**config.mk**
```make
export PLATFORM = sky130hd
export DESIGN_NAME = sfh_alu
export DESIGN_NICKNAME = d
export VERILOG_FILES = /design/src/hw/rtl/sfh_pkg.sv /design/src/hw/rtl/sfh_alu.sv
export SDC_FILE = /design/constraint.sdc
export NUM_CORES = 1
export LEC_CHECK = 0
export BUFFER_PORTS_ARGS = -buffer_cell sky130_fd_sc_hd__buf_2
export CAP_MARGIN = 15
export CORE_AREA = 3 3 76 78
export DETAILED_ROUTE_END_ITERATION = 16
export DIE_AREA = 0 0 79 81
export PLACE_DENSITY = 0.84
export SLEW_MARGIN = 20
export SYNTH_ARGS = -nofsm -noshare
export SYNTH_HDL_FRONTEND = slang
export SYNTH_SLANG_ARGS = --single-unit
```
**constraint.sdc**
```tcl
create_clock -name vclk -period 4.8
set_input_delay 0.24 -clock vclk [all_inputs]
set_output_delay 0.24 -clock vclk [all_outputs]
set_load 0.005 [all_outputs]
```
**src/hw/rtl/sfh_pkg.sv**
```systemverilog
// Shared types and constants of the segregated-fit heap allocator.
package sfh_pkg;

    localparam int CHUNK_BYTES = 4096;
    localparam int CHUNK_LOG2 = 12;
    localparam int MIN_BLOCK = 16;
    localparam int PROLOGUE_TAG = 9;

    localparam logic REQ_ALLOC = 1'b0;
    localparam logic REQ_FREE = 1'b1;

    localparam logic [1:0] STAT_DONE = 2'd0;
    localparam logic [1:0] STAT_OOM = 2'd1;
    localparam logic [1:0] STAT_ZERO = 2'd2;

    typedef struct packed {
        logic [31:0] raddr;
        logic        we;
        logic [31:0] waddr;
        logic [31:0] wdata;
    } mem_req_t;

    typedef struct packed {
        logic [31:0] a;
        logic [31:0] b;
        logic        sub;
    } alu_req_t;

endpackage

```
**src/hw/rtl/sfh_alu.sv**
```systemverilog
// Shared 32-bit adder and subtractor with carry out.
module sfh_alu import sfh_pkg::*;
(
    input  alu_req_t    req,
    output logic [32:0] y
);

    always_comb
    begin
        if (req.sub)
        begin
            y = {1'b0, req.a} - {1'b0, req.b};
        end
        else
        begin
            y = {1'b0, req.a} + {1'b0, req.b};
        end
    end

endmodule

```
# [After elaboration in Yosys (flattened, before gate mapping)]
# Index checks and enable logic that the tools add are counted.
[totals] regBits=0 output_inout_bits=33
[classes] add_sub_neg=2 mux=1
[ops] op="$add 32x32->33" count=1
[ops] op="$mux 33" count=1
[ops] op="$sub 32x32->33" count=1

# [Longest topological paths before layout]
# Gate-level depths: netlist (run 1).
[depth] depth_word=2 mapped_depth=16

# [Worst setup path after synthesis (run 1)]
# OpenSTA, ideal clock, no wires.
[synth_path] path_kind="input -> output" from="in req[5] in the netlist's numbering" to="out y[30]" arrival_time_ns=2.953 required_time_ns=4.560 path_slack_ns=1.607 path_stages=15 path_buffers=1 path_cell_list="nor3_1 and3_1 and2_1 nand2_1 nor2_1 nor2_1 xnor2_1 ha_1 buf_6 nand2_2 or3_4 a311oi_4 a31oi_2 o41ai_2 xor2_1"
[synth_between] elab_chain_len=2 elab_cells_between_ends=3 classes_between="add/sub: 2; mux: 1"
[synth_lines] item="start: declaration" line_no="sfh_alu.sv:4" text="input alu_req_t req,"
[synth_lines] item="$add 32x32->33 or $sub 32x32->33 (tied branches)" line_no="sfh_alu.sv:16, sfh_alu.sv:12"
[synth_lines] item="$mux 33 *" line_no="sfh_alu.sv:10" text="if (req.sub)"
[synth_lines] item="end: declaration" line_no="sfh_alu.sv:5" text="output logic [32:0] y"
# Every way passes the cells marked *; elsewhere a longest branch is shown, timed or not.

# [Final worst setup path (run 1)]
[layout_path] from="in req[5] in the netlist's numbering" to="out y[25]"
# Same word-level chain as after synthesis.

==> summary.txt, run 1 <==
Status
  – Status: finished clean

Place
  – Detailed Place HPWL: 6723 um
  – Input/output buffers: 98
  – Setup WS pre-CTS: about 0.88 ns
  – GPL Wtd Cong: between 0.9 and 1
  – Dpl cells: 530
  – Placement Cell Area: between 3000 and 4000 sq um

Hold path
  – Worst hold path class: in2out
  – Hold path start: req[1]
  – Cells on Worst Hold Path: 4
  – Hold EP: y[0]

Critical path
  – Slowest cell on crit path: ha_1
  – Critical path, cell by cell: buf_2 > nor3_1 > and3_1 > and2_1 > nand2_1 > nor2_1 > nor2_1 > xnor2_1 > ha_1 > and4_2 > nand4_1 > a211oi_1 > nor3_2 > a31oi_1 > a31oi_1 > xnor2_1 > buf_2
  – CP startpoint kind: primary input
  – Worst path max stage delay: ~0.46 ns
  – CP endpoint kind: output pin
  – Critical path's top delay family: simple AND/OR/NAND/NOR gates
  – Critical Path Fanout Max: 8
  – Worst EP arrival: 3.77 ns
  – CP bufs+invs: 2
  – Crit path depth: 17
  – Crit Path Class: in2out
  – WP data required: 4.56 ns

Detailed routing
  – Drt wl/cell: 14.77 um
  – Post-route DRC: 0
  – Total wire length: just under 8000 um
  – DRT iter0 DRCs: roughly 170
  – Via-to-Cell Ratio: 5.717
  – 1st-pass router iterations: 5
  – Detailed-route via count: ~3000
  – DRT antenna net count: 0

Timing
  – Period utilisation layout: ~84%
  – Setup TNS: 0 ns
  – Slew Viols, Final: 0
  – RSZ-0062 raised after global routing: false
  – Fmax: ~0.25 GHz
  – Final worst slack: ~0.79 ns
  – Worst slew pin tran: 0.6541 ns
  – Final min period: 4.009 ns
  – Final hold vios: 0
  – Rel. slew slack: 55.99%
  – # setup viols final: 0

Synth
  – Syn avg cell area: 6.924 sq um
  – Cell variety after synth: 58
  – Synthesized area: between 2000 and 3000 sq um
  – Cells after synthesis: 373
  – Synthesized Nets: ~470
  – Syn. warnings: 0
  – Post-synthesis sequential area ratio: 0%

Cells and area
  – N_diodes: 0
  – Fill cells: around 530
  – Storage element area: 0 sq um
  – Nets: 561
  – Fin area: between 3000 and 4000 sq um
  – Clk_buf instances: 0
  – Cell Count, Final, Fillers Out: 530
  – Seq cells: 0
  – Area Overhead vs Synth: 19.48%
  – Share of cells above drive strength 1: 25.43%

Power
  – Peak supply drop: 0.1207 mV
  – P per Cell Area: approximately 200 nW/um^2
  – Design Power: 0.6056 mW
  – Leak: 1.440 nW

Die
  – Area of the core: 5140 sq um
  – Initial cell density of the core: 50.24%
  – Die W: 79 um
  – DIE AREA: 6399 sq um
  – I/O pin count: 98
  – Die Span Y: 81 um
  – Row cnt: 26

GRT
  – Antenna violations before repair: 0
  – Pin count of the biggest net entering global routing: 33
  – GRT Total Usage: about a quarter
  – Total gr overflow: 0
  – Number of global-route vias before repair: roughly 2900
  – Global-route wire length before repair: between 10000 and 15000 um

CTS
  – Setup bufs post-CTS: 0
  – Cts repair resizes: 0
  – Hold_buf cts: 0

Job
  – Max-Cap Viols: 0
layer usage:
layer | share of wire (%) | wire (um) | GRT usage [%] | vias up
met2 | 48 | 3772 | 41.92 | 111
met4 | 1.3 | 101 | 2.921 | 0
met5 | 0 | 0 | 0 | -
met1 | 44 | 3417 | 31.82 | 1366
met3 | 6.8 | 535 | 2.328 | 10
li1 | - | - | - | 1543
synth_stat cells (all sizes together), types with 3 or more instances:
cell type  instances  area, sq um
o21a               9        68.82
nand2             27        103.9
nor2b              8        50.05
nor3              13        70.07
or2                3        18.77
xor2              13        113.9
nor2              42        157.7
and3               5        31.28
o21ai             18        90.09
a21oi             44        224.0
nor4               6        37.54
a21o              14        105.1
buf                9        67.55
a211oi             8        75.08
ha                33        412.9
nand3              4        20.02
a31oi             10        75.07
nand4              9        56.30
nor3b              3        22.52
inv               14        52.55
nand2b             5        31.28
xnor2             46        402.9
a21boi             3        22.52
per-stage QoR:
step	hold slack [ns]	utilization, %
2_1_floorplan	0.6210	-
3_3_place_gp	0.8437	60.03
3_5_place_dp	0.8424	60.03
4_1_cts	0.8438	60.03
5_1_grt	0.8638	60.03
6_report	0.8406	60.03
worst max path at each step:
stage | end | slack (ns) | startpoint
floorplan | y[30] | 1.61 | req[5]
global placement | y[25] | 0.89 | req[5]
detailed placement | y[25] | 0.88 | req[5]
CTS | y[25] | 0.87 | req[5]
global route | y[25] | 0.56 | req[5]
finish | y[25] | 0.79 | req[5]
final cells by class:
type	instances	area, sq um	share of cell area, %
well taps	70	87.58	2.839
multi-input cells	348	2455	79.56
inverters	14	52.55	1.703
repair buffers	98	490.5	15.90
placed cells by master, fill, tap and decap left out, types with 2 or more instances in the layout:
cell / Yosys / layout
ha_1: 33 / 33
a21o_1: 14 / 14
nand3_1: 4 / 4
a211oi_2: 3 / 3
o21ai_0: 14 / 14
nand2_1: 26 / 26
o22ai_1: 2 / 2
nor3_1: 12 / 12
nor4_1: 6 / 6
nor2b_1: 8 / 8
inv_1: 14 / 14
nor2_1: 42 / 42
a21oi_1: 43 / 43
a31oi_1: 8 / 8
xor2_1: 13 / 13
a21boi_0: 2 / 2
o21bai_1: 2 / 2
nand2b_1: 5 / 5
and3_1: 5 / 5
a31oi_2: 2 / 2
o21ai_1: 4 / 4
nand4_1: 9 / 9
buf_2: 3 / 98
a211oi_1: 5 / 5
xnor2_1: 46 / 46
and2_1: 2 / 2
o21a_1: 8 / 8
or2_2: 2 / 2
nor3b_1: 3 / 3
cells by family after synthesis:
group,count (synthesis),synth area share [%]
buffers and inverters,25,4.941
adder cells (fa/ha/maj),34,16.76
multiplexers,1,0.3876
AND/OR/NAND/NOR,132,25.48
AO/OA/AOI/OAI,122,32.41
XOR/XNOR,59,20.01
power by group:
part / switching [mW] / internal [mW] / leakage, nW
sequential: 0 / 0 / 0
combinational: 0.331 / 0.275 / 1.44
clock: 0 / 0 / 0
(Power assumes the default switching activity.)
==> inputs of run 2 (changes only) <==
--- a/config.mk
+++ b/config.mk
@@ -7,10 +7,10 @@
 export LEC_CHECK = 0
 export BUFFER_PORTS_ARGS = -buffer_cell sky130_fd_sc_hd__buf_2
 export CAP_MARGIN = 15
-export CORE_AREA = 3 3 76 78
+export CORE_AREA = 3 3 78 80
 export DETAILED_ROUTE_END_ITERATION = 16
-export DIE_AREA = 0 0 79 81
-export PLACE_DENSITY = 0.84
+export DIE_AREA = 0 0 81 83
+export PLACE_DENSITY = 0.83
 export SLEW_MARGIN = 20
 export SYNTH_ARGS = -nofsm -noshare
 export SYNTH_HDL_FRONTEND = slang
==> constraint.sdc (replaced) <==
create_clock -name vclk -period 3.43
set_input_delay 0.1715 -clock vclk [all_inputs]
set_output_delay 0.1715 -clock vclk [all_outputs]
set_load 0.005 [all_outputs]
==> summary.txt, run 2 (synthesized netlist as in run 1, its figures left out) <==
Cells and area
  – Cell Count, Final, Fillers Out: 587 (was 530)
  – Clk_buf instances: 0 (unchanged)
  – Area Overhead vs Synth: 47.00% (was 19.48%)
  – Share of cells above drive strength 1: 40.97% (was 25.43%)
  – Most frequent cells in the layout: buf_2 (96), buf_4 (54), xnor2_1 (44) (was buf_2 (98), xnor2_1 (46), a21oi_1 (43))
  – Most common cell after layout, fill and taps aside: buf_2 (unchanged)
  – Seq cells: 0 (unchanged)
  – Fin util: 69.36% (was 60.03%)
  – N_diodes: 0 (unchanged)
  – Nets: 616 (was 561)
  – Storage element area: 0 sq um (unchanged)

Detailed routing
  – Wire length on met3: 720 um (was 535 um)
  – Total wire length: 9312 um (was 7826 um)
  – 1st-pass router iterations: 5 (unchanged)
  – DRT iter0 DRCs: 221 (was 174)
  – DRT antenna net count: 0 (unchanged)
  – Drt wl/cell: 15.86 um (was 14.77 um)
  – Max layer used: met4 (unchanged)
  – Wl on met1: 3770 um (was 3417 um)
  – Post-route DRC: 0 (unchanged)
  – Via-to-Cell Ratio: 5.765 (was 5.717)
  – Detailed-route via count: 3384 (was 3030)
  – Metal2 WL: 4731 um (was 3772 um)

Place
  – Detailed Place HPWL: 7231 um (was 6723 um)
  – Input/output buffers: 98 (unchanged)
  – Setup WS pre-CTS: -0.06880 ns (was 0.8767 ns)
  – Dpl cells: 579 (was 530)
  – GPL Wtd Cong: 0.9636 (was 0.9513)

Hold path
  – Hold path start: req[1] (unchanged)
  – Worst hold path class: in2out (unchanged)

Critical path
  – Critical Path Fanout Max: 4 (was 8)
  – Worst EP arrival: 3.23 ns (was 3.77 ns)
  – Worst path max stage delay: 0.34 ns (was 0.46 ns)
  – CP startpoint kind: primary input (unchanged)
  – CP endpoint kind: output pin (unchanged)
  – CP bufs+invs: 4 (was 2)
  – Crit Path Class: in2out (unchanged)
  – Critical path's top delay family: simple AND/OR/NAND/NOR gates (unchanged)
  – Crit. Startpoint: req[3] (was req[5])
  – Critical path, cell by cell: buf_6 > nor3_4 > and3_1 > and2_4 > nand2_4 > buf_4 > nor2_4 > buf_4 > a21oi_1 > xnor2_1 > ha_1 > a21oi_1 > o21ai_1 > nor3b_2 > a21oi_4 > a211oi_2 > xor2_1 > buf_2 (was buf_2 > nor3_1 > and3_1 > and2_1 > nand2_1 > nor2_1 > nor2_1 > xnor2_1 > ha_1 > and4_2 > nand4_1 > a211oi_1 > nor3_2 > a31oi_1 > a31oi_1 > xnor2_1 > buf_2)
  – Slowest cell on crit path: nor3b_2 (was ha_1)
  – WP data required: 3.26 ns (was 4.56 ns)

Power
  – Leak: 1.786 nW (was 1.440 nW)
  – P per Cell Area: 275.8 nW/um^2 (was 196.3 nW/um^2)
  – Peak supply drop: 0.1839 mV (was 0.1207 mV)

Timing
  – Final worst slack: 0.02484 ns (was 0.7907 ns)
  – Fmax: approximately 0.29 GHz
  – Final hold vios: 0 (unchanged)
  – Period utilisation layout: 99.28%
  – Final min period: 3.405 ns
  – Hold Worst Slack: 0.7150 ns (was 0.8406 ns)
  – Worst slew pin tran: 0.5447 ns (was 0.6541 ns)
  – Rel. slew slack: 63.35% (was 55.99%)
  – Slew Viols, Final: 0 (unchanged)
  – # setup viols final: 0 (unchanged)

Die
  – DIE AREA: 6723 sq um (was 6399 sq um)
  – Initial cell density of the core: 47.19% (was 50.24%)
  – Die W: 81 um (was 79 um)
  – Die Span Y: 83 um (was 81 um)
  – Area of the core: 5473 sq um (was 5140 sq um)
  – I/O pin count: 98 (unchanged)
  – Row cnt: 27 (was 26)

GRT
  – Antenna violations before repair: 0 (unchanged)
  – Global-route wire length before repair: 13100 um (was 12770 um)
  – Number of global-route vias before repair: 3022 (was 2859)
  – GRT Total Usage: 23.26% (was 23.64%)
  – Pin count of the biggest net entering global routing: 19 (was 33)
  – Total gr overflow: 0 (unchanged)

Job
  – Max-Cap Viols: 0 (unchanged)

Status
  – Status: finished clean (unchanged)
## run 2: cell types whose count changed in the layout (fill, tap and decap cells not counted), sizes merged
cell / change
buf: +55
## run 2: report_power, final
part           internal, mW  switching (mW)
sequential                0               0
clock                     0               0
combinational         0.500           0.547
## run 2: final cells by class
type               count  area [sq um]
fillers              455          1677
inverters             14         52.55
multi-input cells    348          2734
well taps             72         90.09
repair buffers       153         919.6
## run 2: timing repair
action | in CTS | in global routing
buffers inserted | 0 | 9
hold buffers | 0 | 0
pin swaps | 2 | 28
resized for setup | 2 | 62
cloned | 0 | 0
endpoints found under the setup margin | 7 | 11
## run 2: final timing paths
path,endpoint,slack (ns),cells after the start
hold / removal,y[0],0.71,4
setup / recovery,y[32],0.02,18
## run 2: metal layers
metal  global-route usage [%]  vias to the layer above
li1                         -                     1655
met1                    30.99                     1562
met2                    39.36                      156
met3                    3.145                       11
met4                    4.608                        0
met5                        0                        -
## run 2: through the flow
step                instance area [sq um]  total power [mW]  setup TNS [ns]
global placement                     3441            0.9093               0
detailed placement                   3441            0.9272         -0.2230
global route                         3796             1.133         -0.2654
finish                               3796             1.047               0
CTS                                  3452            0.9326               0
floorplan                            2582            0.5754               0
## run 2: worst min-delay path: stages
cell and delay [ns]:
buf_2 0.10, ha_1 0.13, inv_1 0.03, buf_2 0.11
